$ cat src/design/line_track_mode_controller_macros.svh
// Assertion macros for the line-track mode controller.
// Taken in by the top level; relies on clk and rst_n in the including scope.
`ifndef LINE_TRACK_MODE_CONTROLLER_MACROS_SVH
`define LINE_TRACK_MODE_CONTROLLER_MACROS_SVH

// The consequent must hold in the same cycle as the antecedent.
`define LTMC_ASSERT_NOW(lbl, ante, cons, msg) \
  lbl: assert property (@(posedge clk) disable iff (!rst_n) (ante) |-> (cons)) \
    else $error(msg);

// The consequent must hold in the cycle after the antecedent.
`define LTMC_ASSERT_NEXT(lbl, ante, cons, msg) \
  lbl: assert property (@(posedge clk) disable iff (!rst_n) (ante) |=> (cons)) \
    else $error(msg);

`endif

$ cat src/design/ltmc_pkg.sv
// Package for the line-track mode controller: word types, mode codes,
// register indexes and fixed thresholds. No dependencies.
`timescale 1ns / 1ps

package ltmc_pkg;

  typedef enum logic [2:0] {
    MODE_NORMAL = 3'd0,
    MODE_CROSS  = 3'd1,
    MODE_FOUND  = 3'd2,
    MODE_ENTER  = 3'd3,
    MODE_INSIDE = 3'd4,
    MODE_EXIT   = 3'd5,
    MODE_ZEBRA  = 3'd6
  } mode_t;

  typedef struct packed {
    logic [7:0]         pattern;
    logic signed [15:0] line_offset;
    logic [7:0]         left_loss_frames;
    logic [7:0]         right_loss_frames;
  } in_word_t;

  typedef struct packed {
    mode_t              mode;
    logic signed [15:0] steer_offset;
    logic [6:0]         speed_limit;
  } out_word_t;

  typedef struct packed {
    logic [6:0]  speed_full;
    logic [6:0]  speed_curve;
    logic [6:0]  speed_island;
    logic [6:0]  speed_zebra;
    logic [7:0]  loss_confirm;
    logic [7:0]  zebra_toggles_needed;
    logic [15:0] zebra_max_gap;
    logic [7:0]  island_shield;
  } cfg_t;

  // Classified frame handed from the front end to the back end.
  typedef struct packed {
    logic               left_dark;
    logic               right_dark;
    logic               curve;
    logic               left_confirmed;
    logic               right_confirmed;
    logic               loss_clear;
    logic signed [15:0] line_offset;
  } cls_word_t;

  localparam int unsigned CFG_INDEX_W = 3;
  localparam int unsigned CFG_DATA_W  = 16;

  localparam logic [CFG_INDEX_W-1:0] CFG_SPEED_FULL    = 3'd0;
  localparam logic [CFG_INDEX_W-1:0] CFG_SPEED_CURVE   = 3'd1;
  localparam logic [CFG_INDEX_W-1:0] CFG_SPEED_ISLAND  = 3'd2;
  localparam logic [CFG_INDEX_W-1:0] CFG_SPEED_ZEBRA   = 3'd3;
  localparam logic [CFG_INDEX_W-1:0] CFG_LOSS_CONFIRM  = 3'd4;
  localparam logic [CFG_INDEX_W-1:0] CFG_ZEBRA_TOGGLES = 3'd5;
  localparam logic [CFG_INDEX_W-1:0] CFG_ZEBRA_MAX_GAP = 3'd6;
  localparam logic [CFG_INDEX_W-1:0] CFG_ISLAND_SHIELD = 3'd7;

  localparam cfg_t CFG_RESET = '{
    speed_full:           7'd100,
    speed_curve:          7'd70,
    speed_island:         7'd50,
    speed_zebra:          7'd0,
    loss_confirm:         8'd5,
    zebra_toggles_needed: 8'd6,
    zebra_max_gap:        16'd50,
    island_shield:        8'd40
  };

  localparam logic [3:0]         SIDE_MASK   = 4'h0;
  localparam logic signed [15:0] CURVE_MAG   = 16'sd500;
  localparam logic [15:0]        GAP_MAX     = 16'hFFFF;
  localparam logic [7:0]         CROSS_HOLD  = 8'd10;
  localparam logic [7:0]         FOUND_HOLD  = 8'd8;
  localparam logic [7:0]         ENTER_HOLD  = 8'd15;
  localparam logic [7:0]         INSIDE_HOLD = 8'd30;
  localparam logic [7:0]         ONE_TOGGLE  = 8'd1;

endpackage

$ cat src/design/ltmc_front.sv
// Front end of the line-track mode controller: classifies each input word.
// Depends on ltmc_pkg.
`timescale 1ns / 1ps

module ltmc_front import ltmc_pkg::*; (
  input  in_word_t  in_word,
  input  logic [7:0] loss_confirm,
  output cls_word_t cls_word
);

  always_comb begin
    cls_word.left_dark       = (in_word.pattern[3:0] == SIDE_MASK);
    cls_word.right_dark      = (in_word.pattern[7:4] == SIDE_MASK);
    cls_word.curve           = (in_word.line_offset > CURVE_MAG) ||
                               (in_word.line_offset < -CURVE_MAG);
    cls_word.left_confirmed  = (in_word.left_loss_frames >= loss_confirm);
    cls_word.right_confirmed = (in_word.right_loss_frames >= loss_confirm);
    cls_word.loss_clear      = (in_word.left_loss_frames == 8'd0) &&
                               (in_word.right_loss_frames == 8'd0);
    cls_word.line_offset     = in_word.line_offset;
  end

endmodule

$ cat src/design/ltmc_queue.sv
// Two-entry queue of classified words between front and back ends.
// Depends on ltmc_pkg.
`timescale 1ns / 1ps

module ltmc_queue import ltmc_pkg::*; (
  input  logic      clk,
  input  logic      rst_n,
  input  logic      push,
  input  cls_word_t push_word,
  output logic      full,
  input  logic      pop,
  output logic      not_empty,
  output cls_word_t head_word
);

  cls_word_t  entry_r [2];
  logic       wr_ptr_r, wr_ptr_nxt;
  logic       rd_ptr_r, rd_ptr_nxt;
  logic [1:0] count_r, count_nxt;
  logic       do_push, do_pop;

  assign full      = (count_r == 2'd2);
  assign not_empty = (count_r != 2'd0);
  assign head_word = entry_r[rd_ptr_r];
  assign do_push   = push && !full;
  assign do_pop    = pop && not_empty;

  always_comb begin
    wr_ptr_nxt = do_push ? ~wr_ptr_r : wr_ptr_r;
    rd_ptr_nxt = do_pop ? ~rd_ptr_r : rd_ptr_r;
    count_nxt  = count_r;
    if (do_push && !do_pop) begin
      count_nxt = count_r + 2'd1;
    end else if (do_pop && !do_push) begin
      count_nxt = count_r - 2'd1;
    end
  end

  always_ff @(posedge clk) begin
    if (!rst_n) begin
      wr_ptr_r <= 1'b0;
      rd_ptr_r <= 1'b0;
      count_r  <= 2'd0;
    end else begin
      wr_ptr_r <= wr_ptr_nxt;
      rd_ptr_r <= rd_ptr_nxt;
      count_r  <= count_nxt;
    end
  end

  always_ff @(posedge clk) begin
    if (do_push) begin
      entry_r[wr_ptr_r] <= push_word;
    end
  end

endmodule

$ cat src/design/ltmc_back.sv
// Back end of the line-track mode controller: mode state machine, tracking
// state and the output register. Depends on ltmc_pkg.
`timescale 1ns / 1ps

module ltmc_back import ltmc_pkg::*; #(
  parameter int unsigned ZEBRA_MIN_HOLD = 20,
  parameter int unsigned ZEBRA_TIMEOUT  = 200
) (
  input  logic      clk,
  input  logic      rst_n,
  input  cfg_t      cfg,
  input  logic      head_valid,
  input  cls_word_t head_word,
  output logic      head_pop,
  output logic      out_valid,
  input  logic      out_ready,
  output out_word_t out_word
);

  localparam logic [7:0] MIN_HOLD = 8'(ZEBRA_MIN_HOLD);
  localparam logic [7:0] TIMEOUT  = 8'(ZEBRA_TIMEOUT);

  mode_t              mode_r, mode_nxt;
  logic [7:0]         frame_r, frame_nxt;
  logic signed [15:0] held_r, held_nxt;
  logic               prev_lost_r, prev_lost_nxt;
  logic [7:0]         tog_r, tog_nxt;
  logic [15:0]        gap_r, gap_nxt;
  logic               out_valid_r, out_valid_nxt;
  out_word_t          out_word_r;

  logic               take;
  logic               both, seen;
  logic [7:0]         frame_inc;
  logic [15:0]        gap_inc, gap_upd;
  logic               tog_event;
  logic [7:0]         tog_upd;
  logic               prev_upd;
  logic               go_zebra, go_cross, go_found;
  logic signed [15:0] steer;
  logic [6:0]         speed;

  assign take      = head_valid && (!out_valid_r || out_ready);
  assign head_pop  = take;
  assign out_valid = out_valid_r;
  assign out_word  = out_word_r;

  always_comb begin
    both      = head_word.left_dark && head_word.right_dark;
    seen      = !both;
    frame_inc = frame_r + 8'd1;
    gap_inc   = (gap_r == GAP_MAX) ? gap_r : gap_r + 16'd1;
    tog_event = both ? !prev_lost_r : prev_lost_r;
    if (tog_event) begin
      tog_upd  = (((tog_r != 8'd0) && (gap_inc > cfg.zebra_max_gap)) ? 8'd0 : tog_r) + 8'd1;
      prev_upd = both;
      gap_upd  = 16'd0;
    end else begin
      tog_upd  = tog_r;
      prev_upd = prev_lost_r;
      gap_upd  = gap_inc;
    end
    go_zebra = both && (tog_upd >= cfg.zebra_toggles_needed);
    go_cross = both && head_word.left_confirmed && head_word.right_confirmed &&
               (tog_upd <= ONE_TOGGLE);
    go_found = (head_word.left_dark && !head_word.right_dark && head_word.left_confirmed) ||
               (head_word.right_dark && !head_word.left_dark && head_word.right_confirmed);
  end

  always_comb begin
    mode_nxt = mode_r;
    unique case (mode_r)
      MODE_CROSS: begin
        if (seen && (frame_inc > CROSS_HOLD)) mode_nxt = MODE_NORMAL;
      end
      MODE_FOUND: begin
        if (frame_inc > FOUND_HOLD) mode_nxt = MODE_ENTER;
      end
      MODE_ENTER: begin
        if (frame_inc > ENTER_HOLD) mode_nxt = MODE_INSIDE;
      end
      MODE_INSIDE: begin
        if (seen && (frame_inc > INSIDE_HOLD)) mode_nxt = MODE_EXIT;
      end
      MODE_EXIT: begin
        if (frame_inc > cfg.island_shield) mode_nxt = MODE_NORMAL;
      end
      MODE_ZEBRA: begin
        if (((frame_inc > MIN_HOLD) && head_word.loss_clear) || (frame_inc > TIMEOUT)) begin
          mode_nxt = MODE_NORMAL;
        end
      end
      default: begin
        if (go_zebra) begin
          mode_nxt = MODE_ZEBRA;
        end else if (go_cross) begin
          mode_nxt = MODE_CROSS;
        end else if (go_found) begin
          mode_nxt = MODE_FOUND;
        end else begin
          mode_nxt = MODE_NORMAL;
        end
      end
    endcase
  end

  always_comb begin
    steer         = 16'sd0;
    speed         = cfg.speed_full;
    held_nxt      = held_r;
    frame_nxt     = (mode_nxt != mode_r) ? 8'd0 : frame_inc;
    tog_nxt       = tog_r;
    prev_lost_nxt = prev_lost_r;
    gap_nxt       = gap_r;
    unique case (mode_r)
      MODE_CROSS: begin
        speed = cfg.speed_curve;
      end
      MODE_FOUND, MODE_ENTER: begin
        speed = cfg.speed_island;
        steer = held_r;
      end
      MODE_INSIDE: begin
        speed = cfg.speed_island;
        if (seen) begin
          steer    = head_word.line_offset;
          held_nxt = head_word.line_offset;
        end else begin
          steer = held_r;
        end
      end
      MODE_EXIT: begin
        speed = cfg.speed_curve;
        steer = head_word.line_offset;
      end
      MODE_ZEBRA: begin
        speed = cfg.speed_zebra;
        if (mode_nxt != mode_r) begin
          tog_nxt       = 8'd0;
          prev_lost_nxt = 1'b0;
          gap_nxt       = 16'd0;
        end
      end
      default: begin
        speed = head_word.curve ? cfg.speed_curve : cfg.speed_full;
        if (seen) begin
          steer    = head_word.line_offset;
          held_nxt = head_word.line_offset;
        end
        if (mode_nxt != MODE_NORMAL) begin
          frame_nxt     = 8'd0;
          tog_nxt       = 8'd0;
          prev_lost_nxt = 1'b1;
          gap_nxt       = 16'd0;
        end else begin
          frame_nxt     = frame_r;
          tog_nxt       = tog_upd;
          prev_lost_nxt = prev_upd;
          gap_nxt       = gap_upd;
        end
      end
    endcase
  end

  always_comb begin
    out_valid_nxt = out_valid_r;
    if (take) begin
      out_valid_nxt = 1'b1;
    end else if (out_ready) begin
      out_valid_nxt = 1'b0;
    end
  end

  always_ff @(posedge clk) begin
    if (!rst_n) begin
      mode_r      <= MODE_NORMAL;
      frame_r     <= 8'd0;
      held_r      <= 16'sd0;
      prev_lost_r <= 1'b0;
      tog_r       <= 8'd0;
      gap_r       <= 16'd0;
      out_valid_r <= 1'b0;
    end else begin
      out_valid_r <= out_valid_nxt;
      if (take) begin
        mode_r      <= mode_nxt;
        frame_r     <= frame_nxt;
        held_r      <= held_nxt;
        prev_lost_r <= prev_lost_nxt;
        tog_r       <= tog_nxt;
        gap_r       <= gap_nxt;
      end
    end
  end

  always_ff @(posedge clk) begin
    if (take) begin
      out_word_r.mode         <= mode_nxt;
      out_word_r.steer_offset <= steer;
      out_word_r.speed_limit  <= speed;
    end
  end

endmodule

$ cat src/design/line_track_mode_controller.sv
// Line-track mode controller top level: configuration registers, front end,
// word queue and back end. Depends on ltmc_pkg, ltmc_front, ltmc_queue,
// ltmc_back and the assertion macro header.
`timescale 1ns / 1ps
`include "line_track_mode_controller_macros.svh"

// One sensor word is taken per clock cycle when the result side keeps up,
// and each yields exactly one result word. The front end classifies a word
// combinationally into a two-entry queue; the back end updates the mode
// and tracking state from the queue head and writes an output register,
// so the state update loop sets the rate at one word per cycle. Either
// side may stall without blocking the other until the queue is full.
// Configuration words are always taken.

module line_track_mode_controller import ltmc_pkg::*; #(
  parameter int unsigned ZEBRA_MIN_HOLD = 20,
  parameter int unsigned ZEBRA_TIMEOUT  = 200
) (
  input  logic                   clk,
  input  logic                   rst_n,
  input  logic                   in_valid,
  output logic                   in_ready,
  input  in_word_t               in_word,
  output logic                   out_valid,
  input  logic                   out_ready,
  output out_word_t              out_word,
  input  logic                   cfg_valid,
  output logic                   cfg_ready,
  input  logic [CFG_INDEX_W-1:0] cfg_index,
  input  logic [CFG_DATA_W-1:0]  cfg_wdata
);

  cfg_t      cfg_r, cfg_nxt;
  cls_word_t front_word, head_word;
  logic      queue_full, queue_not_empty, head_pop;

  assign cfg_ready = 1'b1;
  assign in_ready  = !queue_full;

  always_comb begin
    cfg_nxt = cfg_r;
    if (cfg_valid) begin
      unique case (cfg_index)
        CFG_SPEED_FULL:    cfg_nxt.speed_full           = cfg_wdata[6:0];
        CFG_SPEED_CURVE:   cfg_nxt.speed_curve          = cfg_wdata[6:0];
        CFG_SPEED_ISLAND:  cfg_nxt.speed_island         = cfg_wdata[6:0];
        CFG_SPEED_ZEBRA:   cfg_nxt.speed_zebra          = cfg_wdata[6:0];
        CFG_LOSS_CONFIRM:  cfg_nxt.loss_confirm         = cfg_wdata[7:0];
        CFG_ZEBRA_TOGGLES: cfg_nxt.zebra_toggles_needed = cfg_wdata[7:0];
        CFG_ZEBRA_MAX_GAP: cfg_nxt.zebra_max_gap        = cfg_wdata;
        CFG_ISLAND_SHIELD: cfg_nxt.island_shield        = cfg_wdata[7:0];
        default:           cfg_nxt = cfg_r;
      endcase
    end
  end

  always_ff @(posedge clk) begin
    if (!rst_n) begin
      cfg_r <= CFG_RESET;
    end else begin
      cfg_r <= cfg_nxt;
    end
  end

  ltmc_front u_front (
    .in_word      (in_word),
    .loss_confirm (cfg_r.loss_confirm),
    .cls_word     (front_word)
  );

  ltmc_queue u_queue (
    .clk       (clk),
    .rst_n     (rst_n),
    .push      (in_valid),
    .push_word (front_word),
    .full      (queue_full),
    .pop       (head_pop),
    .not_empty (queue_not_empty),
    .head_word (head_word)
  );

  ltmc_back #(
    .ZEBRA_MIN_HOLD (ZEBRA_MIN_HOLD),
    .ZEBRA_TIMEOUT  (ZEBRA_TIMEOUT)
  ) u_back (
    .clk        (clk),
    .rst_n      (rst_n),
    .cfg        (cfg_r),
    .head_valid (queue_not_empty),
    .head_word  (head_word),
    .head_pop   (head_pop),
    .out_valid  (out_valid),
    .out_ready  (out_ready),
    .out_word   (out_word)
  );

  `LTMC_ASSERT_NEXT(a_push_fills_queue, in_valid && in_ready, queue_not_empty, "accepted word missing from queue")
  `LTMC_ASSERT_NOW(a_mode_code_valid, out_valid, out_word.mode != 3'd7, "result carries an unused mode code")
  `LTMC_ASSERT_NOW(a_zebra_no_steer, out_valid && (out_word.mode == MODE_ZEBRA), out_word.steer_offset == 16'sd0, "zebra stop word steers")
  `LTMC_ASSERT_NOW(a_cross_no_steer, out_valid && (out_word.mode == MODE_CROSS), out_word.steer_offset == 16'sd0, "crossing word steers")

endmodule

$ cat config.mk
export PLATFORM = sky130hd
export DESIGN_NAME = line_track_mode_controller
export DESIGN_NICKNAME = d
export VERILOG_FILES = /design/src/design/ltmc_pkg.sv /design/src/design/ltmc_front.sv /design/src/design/ltmc_queue.sv /design/src/design/ltmc_back.sv /design/src/design/line_track_mode_controller.sv
export VERILOG_INCLUDE_DIRS = /design/src /design/src/design
export SDC_FILE = /design/constraint.sdc
export NUM_CORES = 1
export LEC_CHECK = 0
export BUFFER_PORTS_ARGS = -buffer_cell sky130_fd_sc_hd__buf_2
export CAP_MARGIN = 30
export CORE_MARGIN = 2
export CORE_UTILIZATION = 60
export CTS_BUF_LIST = sky130_fd_sc_hd__clkbuf_2 sky130_fd_sc_hd__clkbuf_4 sky130_fd_sc_hd__clkbuf_8
export CTS_CLUSTER_DIAMETER = 80
export DETAILED_ROUTE_END_ITERATION = 8
export PLACE_DENSITY = 0.79
export SLEW_MARGIN = 20
export SYNTH_ARGS = -nofsm -noshare
export SYNTH_HDL_FRONTEND = slang
export SYNTH_HIERARCHICAL = 1
export SYNTH_SLANG_ARGS = --single-unit
$ cat constraint.sdc
create_clock -name clk -period 11.9 [get_ports clk]
set_clock_uncertainty 0.05 [all_clocks]
set_input_delay 0.595 -clock clk [delete_from_list [all_inputs] [get_ports clk]]
set_output_delay 0.595 -clock clk [all_outputs]
set_load 0.02 [all_outputs]
Word-level counts from Yosys, hierarchy flattened. Memories as Yosys holds them, arrays and structs flattened. A register that Yosys moved wholly into a read port is not among the register bits. Index checks and enable logic that the tools add are counted.

Bits in registers: 151. Bits in latches: 0. Memory bits (writable): 44. Bits in read-only memories: 0. Bits of input ports: 64. Word-level logic and storage cells: 165. Memories: 1.

Add/subtract/negate cells: 5. Multiply operators: 0. Divide/modulo/power cells: 0. Magnitude comparators: 14. Equality and inequality tests: 17. Shift operators: 0. Mux-type cells: 41. Bitwise operators: 4. Reduce and logical (&&, ||, !) cells: 62.

Memories: u_queue.entry_r (words 2, bits a word 22, rd ports 1, clocked after Yosys merged registers in 1, wr ports 1, RTL line ltmc_queue.sv:16) `cls_word_t entry_r [2];`.

Operators by type and width (number): $mux W16 (6); $pmux W16 S4 (1); $mux W8 (7); $pmux W16 S2 (1); $ge A8 B8 Y1 (3); $gt A8 B4 Y1 const B (3); $mux W3 (8); $eq A3 B3 Y1 const B (7); $pmux W7 S3 (1); $reduce_and A2 Y1 (10); $logic_and A1 B1 Y1 (19); $pmux W3 S6 (1); $add A16 B1 Y16 const B (1); $add A8 B1 Y8 const B (2); $eq A16 B16 Y1 const B (1); $gt A16 B10 Y1 const B (1); $gt A16 B16 Y1 (1); $gt A8 B5 Y1 const B (2); $logic_not A8 Y1 (2); $lt A16 B10 Y1 const B (1); $pmux W8 S2 (1); $eq A3 B2 Y1 const B (4); $mux W1 (10); $reduce_or A5 Y1 (2); other kinds (25) (48).

Longest topological paths before layout.
Depth in word-level cells: 15. Depth in mapped cells: 29. Depth with buffers taken out: 27.

By module. Netlist, hierarchy kept.

By module, submodules not included: ltmc_back (times used 1, cells each 654, area each 5537.8 um^2); line_track_mode_controller (times used 1, cells each 256, area each 2636.3 um^2); ltmc_queue (times used 1, cells each 93, area each 1815.5 um^2); ltmc_front (times used 1, cells each 80, area each 601.8 um^2).

Least setup slack after synthesis. No wires, ideal clock.

Kind: reg-to-reg. Start: reg u_back.gap_r[4]. End: reg u_back.gap_r[10]. Setup time: 126 ps. Data arrival time: 6115 ps. Setup slack: 5609 ps. Stages on the path, launching flop included: 29. Buffers on the path: 4. Path through: dfxtp_1 -> clkbuf_1 -> and4_1 -> nand4_1 -> nor3_1 -> nand3_1 -> nand2b_1 -> clkbuf_1 -> nor2_1 -> xor2_1 -> ha_1 -> nand2_1 -> nor3_1 -> a2111oi_1 -> a31oi_2 -> nor2b_1 -> ha_1 -> nand3_1 -> o31ai_1 -> ha_1 -> a2111oi_0 -> o21ai_0 -> a211oi_1 -> a221oi_1 -> o311a_4 -> buf_6 -> buf_6 -> a32oi_1 -> o41ai_1.

Longest elaborated chain between the ends: 15.

RTL lines: from (decl) (RTL line ltmc_back.sv:28) `logic [15:0] gap_r, gap_nxt;`; from (signal assigned) (RTL line ltmc_back.sv:191) `gap_r <= gap_nxt;`; $add A16 B1 Y16 / $eq A16 B16 Y1 (equally long branches) (RTL line ltmc_back.sv:52) `gap_inc = (gap_r == GAP_MAX) ? gap_r : gap_r + 16'd1;`; $mux W16 (*) (RTL line ltmc_back.sv:52); $gt A16 B16 Y1 (RTL line ltmc_back.sv:55) `tog_upd = (((tog_r != 8'd0) && (gap_inc > cfg.zebra_max_gap)) ? 8'd0 : tog_r) + 8'd1;`; $logic_and A1 B1 Y1 (RTL line ltmc_back.sv:55); $mux W8 (RTL line ltmc_back.sv:55); $add A8 B1 Y8 (RTL line ltmc_back.sv:55); $mux W8 (RTL line ltmc_back.sv:54) `if (tog_event) begin`; $le A8 B1 Y1 (RTL line ltmc_back.sv:65) `(tog_upd <= ONE_TOGGLE);`; $logic_and A1 B1 Y1 (RTL line ltmc_back.sv:64) `go_cross = both && head_word.left_confirmed && head_word.right_confirmed &&`; $mux W3 (RTL line ltmc_back.sv:96) `end else if (go_cross) begin`; $mux W3 (RTL line ltmc_back.sv:94) `if (go_zebra) begin`; $pmux W3 S6 (RTL line ltmc_back.sv:72) `unique case (mode_r)`; $ne A3 B3 Y1 / $reduce_bool A3 Y1 (equally long branches) (RTL line ltmc_back.sv:138, ltmc_back.sv:150); $ne A2 B1 Y1 (no source line) / $mux W16 (equally long branches); $reduce_and A3 Y1 (no source line) / $pmux W16 S2 (equally long branches).

Mark *: on every way between the ends. The rest lies on a longest branch, timed or not. A chain may end at the register's enable or synchronous reset.

Worst setup path in the final report. Same ends and word-level chain as after synthesis.

==> impl_metrics.env <==
export IMPL_synth_top_family_by_area="simple AND/OR/NAND/NOR gates"
export IMPL_antenna_cells=0
export IMPL_grt_antenna_before_repair=0
export IMPL_path_class="reg2reg"
export IMPL_yosys_area_share_simple=0.176
export IMPL_area_delta_synth_final_pct=8.72
export IMPL_holdBufCountCts=0
export IMPL_cellLeakagePower_uw=0.00464
export IMPL_clock_path_buffers=2
export IMPL_arrival_ps=7800
export IMPL_h_tree_depth=4
export IMPL_synth_edf_count=70
export IMPL_ys_ff_latch=196
export IMPL_maxSlewViolCount=0
export IMPL_synth_flop_cell="dfxtp_1"
export IMPL_grt_pass1_wl_um=38900
export IMPL_pwr_density_cell_nw_per_um2=190
export IMPL_die_h_um=137
export IMPL_place_gp_congestion=0.938
export IMPL_netlist_top_cells_area="dfxtp_1, edfxtp_1, mux2i_1"
export IMPL_tns_ps=0
export IMPL_drt_first_pass_iters=5
export IMPL_synth_xor_area_frac=0.0157
export IMPL_cp_start_kind="flip-flop"
export IMPL_cp_max_fo=21
export IMPL_cts_resized=0
export IMPL_place_inst=1341
export IMPL_ys_types=81
export IMPL_muxShareOfSynthArea=0.107
export IMPL_setup_viol=0
export IMPL_synthAdderAreaFrac=0.0638
export IMPL_cts_clk_slew_worst_paths_ps=100
export IMPL_vias_per_cell=6.04
export IMPL_syn_area_sq_um=10600
export IMPL_hold_viol_final=0
export IMPL_clk_latency_ps=480
export IMPL_fin_cells=1375
export IMPL_io_pin_count=93
export IMPL_cts_setup_buffers=0
export IMPL_maxSlewHeadroom=0.350
export IMPL_portBuffers=91
export IMPL_dr_first_iter_drc_count=719
export IMPL_cp_required_ps=12220
export IMPL_layout_common_cells="nand2_1, dfxtp_1, buf_2, mux2i_1, edfxtp_1"
export IMPL_status="complete, no violations"
export IMPL_async_reset_ff_frac=0
export IMPL_max_slew_worst_pin_slew_ps=974
export IMPL_hp_class="in2reg"
export IMPL_synth_avg_cell_area_sq_um=9.78
export IMPL_layout_drive_gt1_share=0.153
export IMPL_synth_compound_area_frac=0.146
export IMPL_grt_util_all_layers=0.265
export IMPL_cts_sinks=196
export IMPL_die_w_um=137
export IMPL_initial_utilization=0.612
export IMPL_post_route_min_period_ps=7480
export IMPL_cts_root_buffer="clkbuf_8"
export IMPL_nNetsFinal=1255
export IMPL_cap_violations=0
export IMPL_fin_crit_sh=0.629
export IMPL_via_count=8308
export IMPL_rows=48
export IMPL_ys_warn_count=6
export IMPL_rsz0062_at_grt="no"
export IMPL_drcViolationCount=0
export IMPL_synthesis_nets=1201
export IMPL_core_sq_um=17300
export IMPL_ant_nets=0
export IMPL_max_freq_mhz=134
export IMPL_drt_total_wl_um=24100
export IMPL_ys_seq_area_frac=0.437
export IMPL_cts_tree="built"
export IMPL_grt_pass1_vias=8021
export IMPL_cts_buffers=17
export IMPL_vdd_ir_drop_max_mv=0.130
export IMPL_dieArea_sq_um=18700
export IMPL_end_kind="flip-flop"
export IMPL_synth_cells=1083
export IMPL_final_common_cell="nand2_1"
export IMPL_dp_hpwl_um=17000
export IMPL_grt_ovfl_total=0
export IMPL_routedWlPerCell_um=17.5
export IMPL_grt_max_degree=78
export IMPL_yosysTopAreaCellShare=0.238
export IMPL_synth_top_area_cell="dfxtp_1"
report_power, final:
group	internal (uW)	total (uW)	switching, uW
registers	837	898	60.3
clock network	200	467	267
logic	288	825	537
routing by layer:
metal  global-route usage  share of wire  vias up  wire length [um]
li1                     -              -     4059                 -
met1                0.342           0.44     3935             10700
met2                0.438           0.48      269             11500
met3               0.0474          0.054       45              1290
met4                0.112          0.024        0               581
met5                    0              0        -                 0
worst max-delay path, stage by stage (launching register included):
cell       delay, ps
dfxtp_1          490
and4_1           290
nand4_1          150
nor3_1           270
nand3_1          310
nand2b_1         390
nor2_1           120
xor2_1           160
ha_1             280
nand2_1          100
nor3_1            60
a2111oi_1        690
a31oi_2          290
nor2b_1          180
ha_1             270
nand3_1          130
o31ai_1          440
ha_1             330
a2111oi_0        330
o21ai_0          250
o21ai_0          300
o2111a_1         410
o311a_4          410
nand3_1          310
o41ai_1          360
metrics by stage:
| step | setup WS (ps) | instance area, sq um | power [uW] | utilization | hold slack (ps) |
|---|---|---|---|---|---|
| detailed placement | 4610 | 11100 | 1710 | 0.639 | 396 |
| CTS | 4550 | 11500 | 2180 | 0.664 | 243 |
| global placement | 4930 | 11000 | 1700 | 0.637 | 392 |
| global route | 3630 | 11500 | 2300 | 0.666 | 256 |
| floorplan | 5610 | 10600 | 1500 | - | 384 |
| finish | 4420 | 11500 | 2190 | 0.666 | 275 |
flip-flops by register name, indices dropped and copies added, names as in the netlist, named ones only:
name                flops
u_back/prev_lost_r      1
u_back/out_valid        1
u_queue/rd_ptr_r        1
u_back/tog_r            8
cfg_r                  68
u_back/held_r          16
u_back/mode_r           3
u_queue/count_r         2
u_queue/entry_r        44
u_back/out_word        26
u_back/gap_r           16
u_back/frame_r          8
u_queue/wr_ptr_r        1
worst paths after layout:
kind,from,to,slack (ps),cells past startpoint
worst max-delay path,u_back/gap_r[4],u_back/gap_r[10],4420,24
worst min-delay path,in_word[23],u_queue/entry_r[1][7],270,1
worst max register to register,u_back/gap_r[4],u_back/gap_r[10],4420,24
worst min register to register,u_back/held_r[7],u_back/held_r[7],410,2
cell type report:
class / instances / area, sq um
Inverter: 59 / 221
Clock buffer: 17 / 234
Clock inverter: 15 / 205
Sequential cell: 196 / 4620
Multi-Input combinational cell: 762 / 5400
Tap cell: 225 / 282
Timing Repair Buffer: 101 / 549
Fill cell: 1348 / 5780
synth_stat cells, types with 3 or more instances:
| library cell | n |
|---|---|
| a21oi_1 | 46 |
| o41ai_1 | 5 |
| a32oi_1 | 12 |
| ha_1 | 54 |
| or3_1 | 3 |
| nor3_1 | 18 |
| dfxtp_1 | 126 |
| nand4bb_1 | 3 |
| nor4_1 | 10 |
| a221o_1 | 6 |
| a31oi_1 | 11 |
| nand2b_1 | 10 |
| nand4_1 | 23 |
| o21ai_1 | 3 |
| o31ai_1 | 7 |
| o21a_1 | 5 |
| or2_2 | 3 |
| nor2b_1 | 36 |
| o22ai_1 | 10 |
| a211oi_1 | 10 |
| buf_4 | 18 |
| a221oi_1 | 8 |
| xor2_1 | 7 |
| buf_1 | 3 |
| clkbuf_1 | 28 |
| xnor2_1 | 12 |
| and4_1 | 6 |
| and3_1 | 8 |
| inv_1 | 57 |
| edfxtp_1 | 70 |
| buf_2 | 13 |
| mux2i_1 | 86 |
| buf_6 | 4 |
| mux2_2 | 24 |
| and2_1 | 10 |
| o21ai_0 | 24 |
| nor2_1 | 37 |
| a21o_1 | 11 |
| nand4b_1 | 3 |
| nand3_1 | 22 |
| nand2_1 | 154 |
| a22o_1 | 18 |
| o211ai_1 | 6 |
| nand3b_1 | 4 |
| o31a_1 | 3 |
logic make-up (layout without fill, tap and decap cells):
family	after synthesis	in the layout
muxes	110	110
other	1	1
AOI/OAI and AO/OA	212	212
and+or+nand+nor	366	366
adders and majority gates	54	54
buffers and inverters	125	192
DFF	196	196
xor gates and xnor gates	19	19
Power figures use the tool's default switching activity.
